$ cat config.mk
export PLATFORM = sky130hd
export DESIGN_NAME = tiered_arena_bump_allocator_unit
export DESIGN_NICKNAME = d
export VERILOG_FILES = /design/src/hw/rtl/tabu_pkg.sv /design/src/hw/rtl/tabu_sub_unit.sv /design/src/hw/rtl/tabu_space_file.sv /design/src/hw/rtl/tiered_arena_bump_allocator_unit.sv
export SDC_FILE = /design/constraint.sdc
export NUM_CORES = 1
export LEC_CHECK = 0
export ABC_AREA = 1
export BUFFER_PORTS_ARGS = -buffer_cell sky130_fd_sc_hd__buf_2
export CORE_ASPECT_RATIO = 1.5
export CORE_UTILIZATION = 30
export DETAILED_ROUTE_END_ITERATION = 16
export GPL_TIMING_DRIVEN = 0
export REMOVE_ABC_BUFFERS = 1
export SKIP_CTS_REPAIR_TIMING = 1
export SYNTH_ARGS = -nofsm -noshare
export SYNTH_HDL_FRONTEND = slang
export SYNTH_SLANG_ARGS = --single-unit
$ cat constraint.sdc
create_clock -name i_clk -period 6.2 [get_ports i_clk]
set_input_delay 0.31 -clock i_clk [delete_from_list [all_inputs] [get_ports i_clk]]
set_output_delay 0.31 -clock i_clk [all_outputs]
set_load 0.1 [all_outputs]
$ cat src/hw/rtl/tabu_pkg.sv
// Package for the tiered arena bump allocator: sizing constants, tier tables,
// sequencer state type and the control struct for the space register file.
// No dependencies.
`timescale 1ns / 1ps

package tabu_pkg;

    // Pool geometry
    localparam int NUM_TIERS   = 8;
    localparam int BASE_SIZE   = 128;
    localparam int ALIGN_BYTES = 8;     // power of two: round-up is an add and a mask

    // Fixed word field widths
    localparam int SIZE_W = 16;
    localparam int ADDR_W = 15;
    localparam int TOUT_W = 3;

    // Derived widths
    localparam int IDX_W  = (NUM_TIERS > 1) ? $clog2(NUM_TIERS) : 1;
    localparam int CAP_W  = $clog2((BASE_SIZE << (NUM_TIERS - 1)) + 1);
    localparam int END_W  = $clog2(BASE_SIZE * ((2 ** NUM_TIERS) - 1) + 1);
    localparam int RND_W  = $clog2((2 ** SIZE_W) + ALIGN_BYTES - 1);
    localparam int SUB_W0 = (END_W > RND_W) ? END_W : RND_W;
    localparam int SUB_W  = (SUB_W0 > CAP_W) ? SUB_W0 : CAP_W;

    localparam logic [RND_W-1:0] ALIGN_M1 = RND_W'(ALIGN_BYTES - 1);
    localparam logic [IDX_W-1:0] LAST_IDX = IDX_W'(NUM_TIERS - 1);

    // Full capacity of tier i
    function automatic logic [CAP_W-1:0] tier_cap(input logic [IDX_W-1:0] idx);
        logic [CAP_W-1:0] one_base;
        one_base = CAP_W'(BASE_SIZE);
        return one_base << idx;
    endfunction

    // Pool address one past the end of tier i: offset + capacity
    function automatic logic [SUB_W-1:0] tier_end(input logic [IDX_W-1:0] idx);
        logic [SUB_W-1:0] span;
        span = (SUB_W'(1) << (SUB_W'(idx) + SUB_W'(1))) - SUB_W'(1);
        return span * SUB_W'(BASE_SIZE);
    endfunction

    // Sequencer states, one-hot
    typedef enum logic [3:0] {
        ST_IDLE = 4'b0001,
        ST_SCAN = 4'b0010,
        ST_ADDR = 4'b0100,
        ST_DONE = 4'b1000
    } t_state;

    // Space register file control
    typedef struct packed {
        logic             refill;
        logic             wr_en;
        logic [IDX_W-1:0] wr_idx;
    } t_space_ctl;

endpackage

$ cat src/hw/rtl/tabu_sub_unit.sv
// Shared subtract/compare unit of the tiered arena bump allocator.
// Depends on tabu_pkg.
`timescale 1ns / 1ps

module tabu_sub_unit (
    input  logic [tabu_pkg::SUB_W-1:0] i_a,
    input  logic [tabu_pkg::SUB_W-1:0] i_b,
    output logic [tabu_pkg::SUB_W-1:0] o_diff,
    output logic                       o_borrow
);
    import tabu_pkg::*;

    logic [SUB_W:0] w_full;

    // borrow set when b > a
    assign w_full   = {1'b0, i_a} - {1'b0, i_b};
    assign o_diff   = w_full[SUB_W-1:0];
    assign o_borrow = w_full[SUB_W];

endmodule

$ cat src/hw/rtl/tabu_space_file.sv
// Per-tier remaining space registers with one write port and a refill-all.
// Depends on tabu_pkg.
`timescale 1ns / 1ps

module tabu_space_file (
    input  logic                       i_clk,
    input  logic                       i_rst_n,
    input  tabu_pkg::t_space_ctl       i_ctl,
    input  logic [tabu_pkg::CAP_W-1:0] i_wr_data,
    input  logic [tabu_pkg::IDX_W-1:0] i_rd_idx,
    output logic [tabu_pkg::CAP_W-1:0] o_rd_data
);
    import tabu_pkg::*;

    logic [CAP_W-1:0] r_space [NUM_TIERS];

    always_ff @(posedge i_clk) begin
        for (int i = 0; i < NUM_TIERS; i++) begin
            if (!i_rst_n || i_ctl.refill) begin
                r_space[i] <= tier_cap(IDX_W'(i));
            end else if (i_ctl.wr_en && (i_ctl.wr_idx == IDX_W'(i))) begin
                r_space[i] <= i_wr_data;
            end
        end
    end

    assign o_rd_data = r_space[i_rd_idx];

endmodule

$ cat src/hw/rtl/tiered_arena_bump_allocator_unit.sv
// Top level of the tiered arena bump allocator: sequencer, output register
// and configuration register. Depends on tabu_pkg, tabu_space_file and
// tabu_sub_unit.
`timescale 1ns / 1ps

// Usage
//   Input channel (i_in_valid / o_in_stall) carries one word: i_cmd and
//   i_alloc_size. i_cmd=0 allocates i_alloc_size bytes rounded up to the
//   alignment; i_cmd=1 refills every tier unless hold_on_reset is set.
//   Output channel (o_out_valid / i_out_stall) returns one word per input
//   word: o_address, o_tier, o_too_large.
//   i_cfg_wr_en / i_cfg_wr_data write hold_on_reset; write it only when idle.
// Timing
//   One shared subtractor does all arithmetic. The scan tests one tier per
//   cycle from tier 0 up; an allocate served by a tier then takes the address
//   step and loads the output register from the done state. A miss goes from
//   the last tier to the done state, a refill command straight there.
//   One word is in work at a time; o_in_stall is high while it is.
// Reset
//   Synchronous, active low: all tiers full, hold_on_reset cleared, no word pending.
// Back-pressure
//   While i_out_stall holds the output word, the next input word is still
//   taken and worked; its result waits in the done state until the output
//   register frees up.

module tiered_arena_bump_allocator_unit (
    input  logic                         i_clk,
    input  logic                         i_rst_n,
    input  logic                         i_cfg_wr_en,
    input  logic                         i_cfg_wr_data,
    input  logic                         i_in_valid,
    output logic                         o_in_stall,
    input  logic                         i_cmd,
    input  logic [tabu_pkg::SIZE_W-1:0]  i_alloc_size,
    output logic                         o_out_valid,
    input  logic                         i_out_stall,
    output logic [tabu_pkg::ADDR_W-1:0]  o_address,
    output logic [tabu_pkg::TOUT_W-1:0]  o_tier,
    output logic                         o_too_large
);
    import tabu_pkg::*;

    // Control
    t_state             r_state, n_state;
    logic [IDX_W-1:0]   r_idx, n_idx;
    logic               r_hold;
    logic               r_out_valid, n_out_valid;

    // Work registers
    logic [RND_W-1:0]   r_rnd, n_rnd;
    logic [CAP_W-1:0]   r_before, n_before;
    logic [ADDR_W-1:0]  r_res_addr, n_res_addr;
    logic               r_res_big, n_res_big;

    // Output word
    logic [ADDR_W-1:0]  r_address, n_address;
    logic [TOUT_W-1:0]  r_tier, n_tier;
    logic               r_too_large, n_too_large;

    // Datapath
    t_space_ctl         w_ctl;
    logic [CAP_W-1:0]   w_space;
    logic [SUB_W-1:0]   w_a, w_b, w_diff;
    logic               w_borrow;
    logic               w_in_acc;
    logic               w_out_free;
    logic [RND_W-1:0]   w_rnd;

    assign w_in_acc   = i_in_valid && (r_state == ST_IDLE);
    assign w_out_free = !r_out_valid || !i_out_stall;
    assign w_rnd      = ({1'b0, i_alloc_size} + ALIGN_M1) & ~ALIGN_M1;

    tabu_space_file u_space (
        .i_clk     (i_clk),
        .i_rst_n   (i_rst_n),
        .i_ctl     (w_ctl),
        .i_wr_data (w_diff[CAP_W-1:0]),
        .i_rd_idx  (r_idx),
        .o_rd_data (w_space)
    );

    tabu_sub_unit u_sub (
        .i_a      (w_a),
        .i_b      (w_b),
        .o_diff   (w_diff),
        .o_borrow (w_borrow)
    );

    // Operand select: scan tests space - rounded, address step forms
    // tier end - space before the grant.
    always_comb begin
        case (r_state)
            ST_ADDR: begin
                w_a = tier_end(r_idx);
                w_b = SUB_W'(r_before);
            end
            default: begin
                w_a = SUB_W'(w_space);
                w_b = SUB_W'(r_rnd);
            end
        endcase
    end

    always_comb begin
        n_state     = r_state;
        n_idx       = r_idx;
        n_rnd       = r_rnd;
        n_before    = r_before;
        n_res_addr  = r_res_addr;
        n_res_big   = r_res_big;
        n_out_valid = r_out_valid && i_out_stall;
        n_address   = r_address;
        n_tier      = r_tier;
        n_too_large = r_too_large;
        w_ctl       = '{refill: 1'b0, wr_en: 1'b0, wr_idx: r_idx};

        case (r_state)
            ST_IDLE: begin
                if (w_in_acc) begin
                    n_idx      = '0;
                    n_rnd      = w_rnd;
                    n_res_addr = '0;
                    n_res_big  = 1'b0;
                    if (i_cmd) begin
                        w_ctl.refill = !r_hold;
                        n_state      = ST_DONE;
                    end else begin
                        n_state = ST_SCAN;
                    end
                end
            end
            ST_SCAN: begin
                if (!w_borrow) begin
                    // tier fits: take the space now, address next cycle
                    w_ctl.wr_en = 1'b1;
                    n_before    = w_space;
                    n_state     = ST_ADDR;
                end else if (r_idx == LAST_IDX) begin
                    n_idx     = '0;
                    n_res_big = 1'b1;
                    n_state   = ST_DONE;
                end else begin
                    n_idx = r_idx + IDX_W'(1);
                end
            end
            ST_ADDR: begin
                n_res_addr = w_diff[ADDR_W-1:0];
                n_state    = ST_DONE;
            end
            ST_DONE: begin
                if (w_out_free) begin
                    n_out_valid = 1'b1;
                    n_address   = r_res_addr;
                    n_tier      = TOUT_W'(r_idx);
                    n_too_large = r_res_big;
                    n_state     = ST_IDLE;
                end
            end
            default: begin
                n_state = ST_IDLE;
            end
        endcase
    end

    always_ff @(posedge i_clk) begin
        if (!i_rst_n) begin
            r_state     <= ST_IDLE;
            r_idx       <= '0;
            r_hold      <= 1'b0;
            r_out_valid <= 1'b0;
        end else begin
            r_state     <= n_state;
            r_idx       <= n_idx;
            r_out_valid <= n_out_valid;
            if (i_cfg_wr_en) begin
                r_hold <= i_cfg_wr_data;
            end
        end
    end

    always_ff @(posedge i_clk) begin
        r_rnd       <= n_rnd;
        r_before    <= n_before;
        r_res_addr  <= n_res_addr;
        r_res_big   <= n_res_big;
        r_address   <= n_address;
        r_tier      <= n_tier;
        r_too_large <= n_too_large;
    end

    assign o_in_stall  = (r_state != ST_IDLE);
    assign o_out_valid = r_out_valid;
    assign o_address   = r_address;
    assign o_tier      = r_tier;
    assign o_too_large = r_too_large;

    // A failed allocate reports tier 0 at address 0
    a_miss_zero: assert property (@(posedge i_clk) disable iff (!i_rst_n)
        (o_out_valid && o_too_large) |-> (o_address == '0 && o_tier == '0))
        else $error("too_large word carries nonzero address or tier");

    // Scan index stays inside the tier set
    a_idx_range: assert property (@(posedge i_clk) disable iff (!i_rst_n)
        (r_idx <= LAST_IDX))
        else $error("tier index past last tier");

    // A refill command goes straight to the done state
    a_cmd_done: assert property (@(posedge i_clk) disable iff (!i_rst_n)
        (w_in_acc && i_cmd) |=> (r_state == ST_DONE))
        else $error("refill command did not finish in one cycle");

    // The output word is only loaded from the done state
    a_out_src: assert property (@(posedge i_clk) disable iff (!i_rst_n)
        $rose(r_out_valid) |-> $past(r_state == ST_DONE))
        else $error("output word loaded outside done state");

endmodule

==> results.sh, run 1 <==
export IMPL_outcome="complete, no violations"
export IMPL_clk_path_buf_depth=2
export IMPL_drt_wirelength_per_cell_um=16.9
export IMPL_crit_fanout=31
export IMPL_power_switching_share=0.377
export IMPL_clockPowerShare=0.288
export IMPL_clk_latency_ns=0.45
export IMPL_async_flop_share=0
export IMPL_gr_total_overflow=0
export IMPL_cts_sinks=196
export IMPL_htree_levels=4
export IMPL_start_util=0.306
export IMPL_drive_gt1_frac=0.117
export IMPL_ys_warn_count=0
export IMPL_ys_seq_elements=196
export IMPL_leakagePower_nw=4.23
export IMPL_yosysTopAreaCell="edfxtp_1"
export IMPL_maxSlewViolCount=0
export IMPL_die_h_um=217
export IMPL_yosys_cell_count_top_type="nor2_1"
export IMPL_cpMaxStageDelayCell="inv_1"
export IMPL_final_area_um2=10500
export IMPL_clkTransAtPathRegs_ns=0.07
export IMPL_coreArea_um2=30400
export IMPL_reg2regPathDepth=17
export IMPL_dr_total_vias=6555
export IMPL_hold_viol_final=0
export IMPL_p_comb_frac=0.309
export IMPL_grt_max_degree=61
export IMPL_fin_skew_ns=0.0139
export IMPL_cp_required_ns=6.21
export IMPL_synth_cell_types=47
export IMPL_grt_pass1_wl_um=34500
export IMPL_rsz0062_at_grt="false"
export IMPL_synth_ff_type="edfxtp_1"
export IMPL_place_area_um2=9910
export IMPL_ant_nets=0
export IMPL_cts_tree="built"
export IMPL_nets=974
export IMPL_first_pass_iters=7
export IMPL_synth_edff_count=184
export IMPL_rows=78
export IMPL_worstMarginPinSlew_ns=1.10
export IMPL_finalCritPeriodShare=0.871
export IMPL_finalPower_mw=4.04
export IMPL_cts_buffers=17
export IMPL_period_needed_ns=5.40
export IMPL_crit_top_cell="nand2_1"
export IMPL_critPathKind="flip-flop to flip-flop"
export IMPL_crit_buf_inv=2
export IMPL_hold_path_depth=2
export IMPL_ys_top_cells_by_area="edfxtp_1 (59%), nor2_1 (9.3%), nand2_1 (4.2%)"
export IMPL_viasPerCell=4.90
export IMPL_cts_root_buffer="clkbuf_16"
export IMPL_setup_viol=0
export IMPL_peakVddDrop_mv=0.220
export IMPL_wl_um=22700
export IMPL_ys_seq_area_frac=0.621
export IMPL_synth_top_area_frac=0.595
export IMPL_avgSynthCellArea_um2=10.3
export IMPL_max_freq_mhz=185
export IMPL_synth_cells=898
export IMPL_worstPathArrival_ns=5.41
export IMPL_syn_to_final_growth_pct=13.4
export IMPL_place_inst=1307
export IMPL_io_pins=44
export IMPL_grt_usage=0.145
export IMPL_drc=0
export IMPL_r2r_end="u_space.r_space[3][8]"
export IMPL_syn_area_um2=9290
export IMPL_place_congestion=0.847
export IMPL_io_buffers=43
export IMPL_fin_cells=1339
export IMPL_cp_slowest_stage_delay_ns=0.85
export IMPL_p_int_mw=2.52
export IMPL_cp_start_kind="flip-flop"
export IMPL_dieArea_um2=31700
export IMPL_relSlewSlack=0.261
export IMPL_hold_end="r_hold"
export IMPL_cp_top_family="compound AO/OA/AOI/OAI gates"
export IMPL_grt_pass1_vias=6318
export IMPL_hp_class="input port to flip-flop"
export IMPL_crit_path_end_kind="flip-flop"
export IMPL_antennaDiodeCount=0
export IMPL_dp_hpwl_um=14800
export IMPL_crit_chain="inv_1, o21ai_0, o22ai_1, nor2_1, a31oi_1, nand2_1, o21ai_0, ha_1, a21oi_1, nor2_1, nor3_1, a21boi_0, nand2_2, nand2_4, inv_2, nand2_1, nand2_1"
export IMPL_reg2reg_slack_ns=0.80
export IMPL_seq_power_share=0.403
export IMPL_powerDensity_nw_per_um2=383
export IMPL_antenna_found_initial=0
export IMPL_p_switching_mw=1.52
export IMPL_drv_cap=0
export IMPL_die_x_um=146
export IMPL_drt_initial_drc_count=526
export IMPL_ys_top_cells_by_count="nor2_1 (229), edfxtp_1 (184), nand2_1 (104), o21ai_0 (74), inv_1 (51)"
export IMPL_min_from="i_cfg_wr_en"
## power by group through the flow
stage	logic (mW)	registers [mW]	clock network, mW
after floorplan	0.768	1.69	0
after global placement	1.21	1.67	0
after detailed placement	1.25	1.66	0
after CTS	1.25	1.63	1.17
after global routing	1.35	1.64	1.22
final	1.25	1.63	1.16
## cells by family after synthesis
logic type / count (synthesis) / share of synthesized area
simple gates: 402 / 0.185
buf+inv: 94 / 0.0407
compound gates: 149 / 0.0885
flops: 196 / 0.621
xor+xnor: 20 / 0.0189
fa+ha+maj: 25 / 0.0337
mux: 12 / 0.0129
## stage by stage
| step | hold WS (ns) | setup slack (ns) | util | setup TNS, ns |
|---|---|---|---|---|
| detailed placement | 0.405 | 0.295 | 0.327 | 0 |
| global route | 0.0305 | 0.466 | 0.347 | 0 |
| floorplan | 0.395 | 1.39 | - | 0 |
| CTS | 0.0300 | 0.243 | 0.347 | 0 |
| global placement | 0.404 | -1.35 | 0.324 | -66.61 |
| finish | 0.0475 | 0.800 | 0.347 | 0 |
## area by class of cell
cell class | count | area [µm²]
clock inverters | 12 | 168
flip-flops and latches | 196 | 5770
fillers | 2998 | 19800
repair buffers | 47 | 273
clock buffers | 20 | 447
multi-input cells | 608 | 3170
inverters | 56 | 213
well taps | 400 | 500
## routing by layer
layer	track usage	vias to the layer above	wire length, µm
li1	-	3171	-
met1	0.164	3159	9280
met2	0.262	179	11700
met3	0.0253	46	837
met4	0.0733	0	855
met5	0	-	0
## cells in the final DEF (no fill, tap or decap), types with 3 or more instances in the layout
cell,n
inv_6,5
nor4_1,3
or2_2,4
nor3_1,7
buf_2,43
o22ai_1,23
nand3_2,8
mux2i_1,12
o21ai_0,71
o21ai_2,3
a22oi_1,3
clkinv_4,3
bufinv_16,3
xnor2_1,7
nand4_1,7
a31oi_1,9
clkbuf_16,17
nor2_2,3
dfxtp_1,10
nand3_1,23
a21oi_1,32
nand2_1,104
edfxtp_1,184
nor2_1,228
xor2_1,13
inv_1,51
ha_1,25
## worst max path at each step
stage / to / slack [ns] / cells after the start
after floorplan: u_space.r_space[1][0] / 1.39 / 17
after global placement: u_space.r_space[7][2] / -1.35 / 17
after detailed placement: u_space.r_space[3][0] / 0.29 / 16
after CTS: u_space.r_space[3][8] / 0.24 / 19
after global routing: u_space.r_space[3][8] / 0.47 / 17
final: u_space.r_space[3][8] / 0.80 / 17
## flip-flops by register name, summed over array words and instances, names as in the netlist, named ones only
register,cells
o_out_valid,1
o_tier,3
r_idx,3
r_hold,1
u_space.r_space,120
o_address,15
r_before,15
r_state,4
r_res_big,1
o_too_large,1
r_res_addr,15
r_rnd,14
Power figures use the tool's default switching activity.
==> run 2, diff against run 1 <==
--- a/config.mk
+++ b/config.mk
@@ -6,10 +6,10 @@
 export NUM_CORES = 1
 export LEC_CHECK = 0
 export ABC_AREA = 1
-export BUFFER_PORTS_ARGS = -buffer_cell sky130_fd_sc_hd__buf_2
 export CORE_ASPECT_RATIO = 1.5
 export CORE_UTILIZATION = 30
 export DETAILED_ROUTE_END_ITERATION = 16
+export DONT_BUFFER_PORTS = 1
 export GPL_TIMING_DRIVEN = 0
 export REMOVE_ABC_BUFFERS = 1
 export SKIP_CTS_REPAIR_TIMING = 1
==> results.sh, run 2 (synthesis results as in run 1) <==
export IMPL_max_freq_mhz=184
export IMPL_worstPathArrival_ns=5.45
export IMPL_die_x_um=146
export IMPL_cts_tree="built"
export IMPL_wl_um=22700
export IMPL_reg2reg_slack_ns=0.76
export IMPL_holdWs_ns=-0.00526
export IMPL_powerDensity_nw_per_um2=380
export IMPL_rows=78
export IMPL_top_register="u_space.r_space"
export IMPL_viasPerCell=4.91
export IMPL_cts_root_buffer="clkbuf_16"
export IMPL_rsz0062_at_grt="false"
export IMPL_dieArea_um2=31700
export IMPL_crit_chain="inv_1, o21ai_0, o22ai_1, nor2_1, a31oi_1, nand2_1, o21ai_0, ha_1, a21oi_1, nor2_1, nor3_1, a21boi_0, nand2_2, nand2_4, inv_2, nand2_1, nand2_1"
export IMPL_fin_cells=1298
export IMPL_p_int_mw=2.38
export IMPL_pre_cts_ws_ns=0.206
export IMPL_crit_top_cell="nand2_1"
export IMPL_relSlewSlack=0.265
export IMPL_nets=933
export IMPL_p_switching_mw=1.53
export IMPL_final_core_util=0.339
export IMPL_place_inst=1263
export IMPL_grt_usage=0.147
export IMPL_drt_initial_drc_count=594
export IMPL_hold_viol_final=1
export IMPL_cp_start_kind="flip-flop"
export IMPL_leakagePower_nw=4.03
export IMPL_cts_buffers=17
export IMPL_grt_pass1_vias=6295
export IMPL_cpMaxStageDelayCell="inv_1"
export IMPL_hp_class="input port to flip-flop"
export IMPL_grt_pass1_wl_um=35300
export IMPL_power_switching_share=0.391
export IMPL_htree_levels=4
export IMPL_maxSlewViolCount=0
export IMPL_fin_skew_ns=0.0138
export IMPL_period_needed_ns=5.44
export IMPL_antenna_found_initial=0
export IMPL_grt_max_degree=61
export IMPL_largest_reg_flops=120
export IMPL_io_buffers=0
export IMPL_ant_nets=0
export IMPL_start_util=0.306
export IMPL_dr_total_vias=6369
export IMPL_first_pass_iters=5
export IMPL_syn_to_final_growth_pct=10.7
export IMPL_clk_latency_ns=0.44
export IMPL_setup_viol=0
export IMPL_clk_path_buf_depth=2
export IMPL_cp_slowest_stage_delay_ns=0.91
export IMPL_place_congestion=0.856
export IMPL_gr_total_overflow=0
export IMPL_final_common_cell="nor2_1"
export IMPL_clkTransAtPathRegs_ns=0.08
export IMPL_violations="hold timing"
export IMPL_crit_fanout=31
export IMPL_cp_required_ns=6.21
export IMPL_io_pins=44
export IMPL_p_comb_frac=0.299
export IMPL_die_h_um=217
export IMPL_clockPowerShare=0.269
export IMPL_seq_power_share=0.432
export IMPL_drt_wirelength_per_cell_um=17.5
export IMPL_worstMarginPinSlew_ns=1.09
export IMPL_setup_tns_ns=0
export IMPL_peakVddDrop_mv=0.211
export IMPL_drv_cap=0
export IMPL_finalCritPeriodShare=0.878
export IMPL_dp_hpwl_um=14800
export IMPL_setup_slack_ns=0.755
export IMPL_final_cell_mix="nor2_1 (227), edfxtp_1 (184), nand2_1 (104), o21ai_0 (71), inv_1 (51)"
export IMPL_drc=0
export IMPL_outcome="complete, but fails checks"
export IMPL_crit_path_end_kind="flip-flop"
export IMPL_drive_gt1_frac=0.0746
export IMPL_cts_sinks=196
export IMPL_coreArea_um2=30400
export IMPL_antennaDiodeCount=0
export IMPL_critPathKind="flip-flop to flip-flop"
-- run 2: final timing paths --
kind                                 to           from  cells past startpoint
setup / recovery  u_space.r_space[3][5]      flip-flop                     17
hold / removal                flip-flop        i_rst_n                      2
setup reg to reg  u_space.r_space[3][5]      flip-flop                     17
hold reg to reg            o_address[9]  r_res_addr[9]                      0
-- run 2: through the flow --
step / instance area, µm² / total power [mW]
floorplan: 9120 / 2.46
global placement: 9620 / 2.85
detailed placement: 9700 / 2.88
CTS: 10200 / 3.92
global route: 10300 / 4.08
finish: 10300 / 3.90
-- run 2: worst max-delay path: cells and delay by family, from the launching register on --
kind | cells | cell delay, ns
adder cells (fa/ha/maj) | 1 | 0.32
flip-flops | 1 | 0.53
AND/OR/NAND/NOR | 8 | 1.23
buffers and inverters | 2 | 1.17
AO/OA/AOI/OAI | 6 | 1.73
-- run 2: layout make-up --
cell class	count	area, µm²
clock buffer	18	429
fill	3017	20100
timing repair buffer	6	87.6
clock inverter	14	116
inverter	56	213
sequential	196	5770
tap	400	500
multi-input combinational	608	3170
-- run 2: per-layer routing --
layer,part of all wire,wire length [µm],track usage
met2,0.52,11700,0.263
met3,0.038,867,0.0255
met4,0.025,558,0.0582
met5,0,0,0
met1,0.42,9520,0.174
-- run 2: power groups by stage --
stage,registers (mW),logic [mW],clock network (mW)
2_1_floorplan,1.69,0.768,0
3_3_place_gp,1.73,1.13,0
3_5_place_dp,1.72,1.16,0
4_1_cts,1.69,1.17,1.06
5_1_grt,1.70,1.28,1.10
6_report,1.69,1.17,1.05
==> run 3, diff against run 2 <==
--- a/config.mk
+++ b/config.mk
@@ -6,7 +6,6 @@
 export NUM_CORES = 1
 export LEC_CHECK = 0
 export ABC_AREA = 1
-export CORE_ASPECT_RATIO = 1.5
 export CORE_UTILIZATION = 30
 export DETAILED_ROUTE_END_ITERATION = 16
 export DONT_BUFFER_PORTS = 1
==> constraint.sdc (replaced) <==
create_clock -name i_clk -period 5.7 [get_ports i_clk]
set_input_delay 0.285 -clock i_clk [delete_from_list [all_inputs] [get_ports i_clk]]
set_output_delay 0.285 -clock i_clk [all_outputs]
set_load 0.1 [all_outputs]
==> results.sh, run 3 (synthesis results as in run 1) <==
export IMPL_place_congestion=0.831
export IMPL_rsz0062_at_grt="false"
export IMPL_cp_required_ns=5.68
export IMPL_drv_cap=0
export IMPL_crit_fanout=32
export IMPL_antenna_found_initial=0
export IMPL_max_freq_mhz=198
export IMPL_hp_class="input port to flip-flop"
export IMPL_setup_slack_ns=0.640
export IMPL_clk_latency_ns=0.44
export IMPL_drt_initial_drc_count=555
export IMPL_gr_total_overflow=0
export IMPL_setup_tns_ns=0
export IMPL_fill_cells=3006
export IMPL_clkTransAtPathRegs_ns=0.07
export IMPL_wl_um=21500
export IMPL_worstMarginPinSlew_ns=1.05
export IMPL_grt_pass1_wl_um=33200
export IMPL_final_cell_mix="nor2_1 (227), edfxtp_1 (184), nand2_1 (104), o21ai_0 (71), inv_1 (50)"
export IMPL_finalPower_mw=4.25
export IMPL_place_area_um2=9670
export IMPL_antennaDiodeCount=0
export IMPL_period_needed_ns=5.06
export IMPL_drive_gt1_frac=0.0736
export IMPL_fin_cells=1293
export IMPL_cts_sinks=196
export IMPL_worstPathArrival_ns=5.04
export IMPL_pre_cts_ws_ns=-0.222
export IMPL_hold_viol_final=0
export IMPL_top_register="u_space.r_space"
export IMPL_dieArea_um2=31700
export IMPL_clk_path_buf_depth=2
export IMPL_syn_to_final_growth_pct=10.7
export IMPL_crit_path_end_kind="flip-flop"
export IMPL_io_buffers=0
export IMPL_relSlewSlack=0.293
export IMPL_peakVddDrop_mv=0.250
export IMPL_cts_buffers=17
export IMPL_finalCritPeriodShare=0.888
export IMPL_viasPerCell=4.93
export IMPL_final_core_util=0.337
export IMPL_ant_nets=0
export IMPL_leakagePower_nw=4.03
export IMPL_coreArea_um2=30500
export IMPL_grt_usage=0.140
export IMPL_final_common_cell="nor2_1"
export IMPL_grt_max_degree=61
export IMPL_cts_root_buffer="clkbuf_16"
export IMPL_fin_skew_ns=0.0145
export IMPL_outcome="complete, no violations"
export IMPL_setup_viol=0
export IMPL_dr_total_vias=6378
export IMPL_io_pins=44
export IMPL_drc=0
export IMPL_first_pass_iters=6
export IMPL_place_inst=1258
export IMPL_dp_hpwl_um=14000
export IMPL_die_x_um=178
export IMPL_final_area_um2=10300
export IMPL_nets=933
export IMPL_largest_reg_flops=120
export IMPL_cp_start_kind="flip-flop"
export IMPL_maxSlewViolCount=0
export IMPL_die_h_um=178
export IMPL_htree_levels=4
export IMPL_cts_tree="built"
export IMPL_start_util=0.304
export IMPL_rows=64
export IMPL_holdWs_ns=0.00430
export IMPL_critPathKind="flip-flop to flip-flop"
export IMPL_grt_pass1_vias=6196
export IMPL_drt_wirelength_per_cell_um=16.7
export IMPL_powerDensity_nw_per_um2=414
run 3: changes by cell type in the layout (fill, tap and decap cells not counted), sizes merged:
cell	previous run	this run
buf	3	2
clkbuf	18	19
clkinv	5	7
clkinvlp	3	4
bufinv	0	2
inv	62	56
run 3: final timing paths:
check           startpoint  slack, ns  depth (start not counted)               endpoint
min reg2reg  r_res_addr[7]       0.42                          0           o_address[7]
max reg2reg      flip-flop       0.64                         19  u_space.r_space[3][9]
min                i_rst_n      0.004                          2               r_idx[2]
max              flip-flop       0.64                         19  u_space.r_space[3][9]
run 3: area by class of cell:
cell class / count / area (µm²) / area share
timing repair buffer: 5 / 65.1 / 0.00633
clock inverter: 12 / 129 / 0.0125
inverter: 56 / 216 / 0.0211
multi-input combinational: 608 / 3170 / 0.308
sequential: 196 / 5770 / 0.561
clock buffer: 19 / 433 / 0.0421
tap: 396 / 495 / 0.0482
timing repair inverter: 1 / 5.00 / 0.000487
run 3: per-layer routing:
layer / track usage / wire (µm)
met1: 0.171 / 9160
met3: 0.0244 / 1270
met4: 0.0424 / 271
met5: 0 / 0
met2: 0.247 / 10900
run 3: where the power goes:
part	switching [mW]	internal, mW	total [mW]
Sequential	0.122	1.71	1.83
Clock	0.525	0.645	1.17
Combinational	0.949	0.303	1.25
run 3: critical path, cell delays in order (launching register included):
cell        delay (ns)
dfxtp_2           0.80
clkinvlp_4        0.56
o21ai_0           0.19
o22ai_1           0.10
nor2_1            0.10
a31oi_1           0.08
nand2_1           0.10
o21ai_0           0.12
ha_1              0.26
a21oi_1           0.24
o21bai_1          0.09
a21oi_1           0.18
nor2_1            0.07
nor3_1            0.11
a21boi_0          0.40
nand2_2           0.12
nand2_4           0.19
inv_2             0.23
nand2_1           0.11
nand2_1           0.48
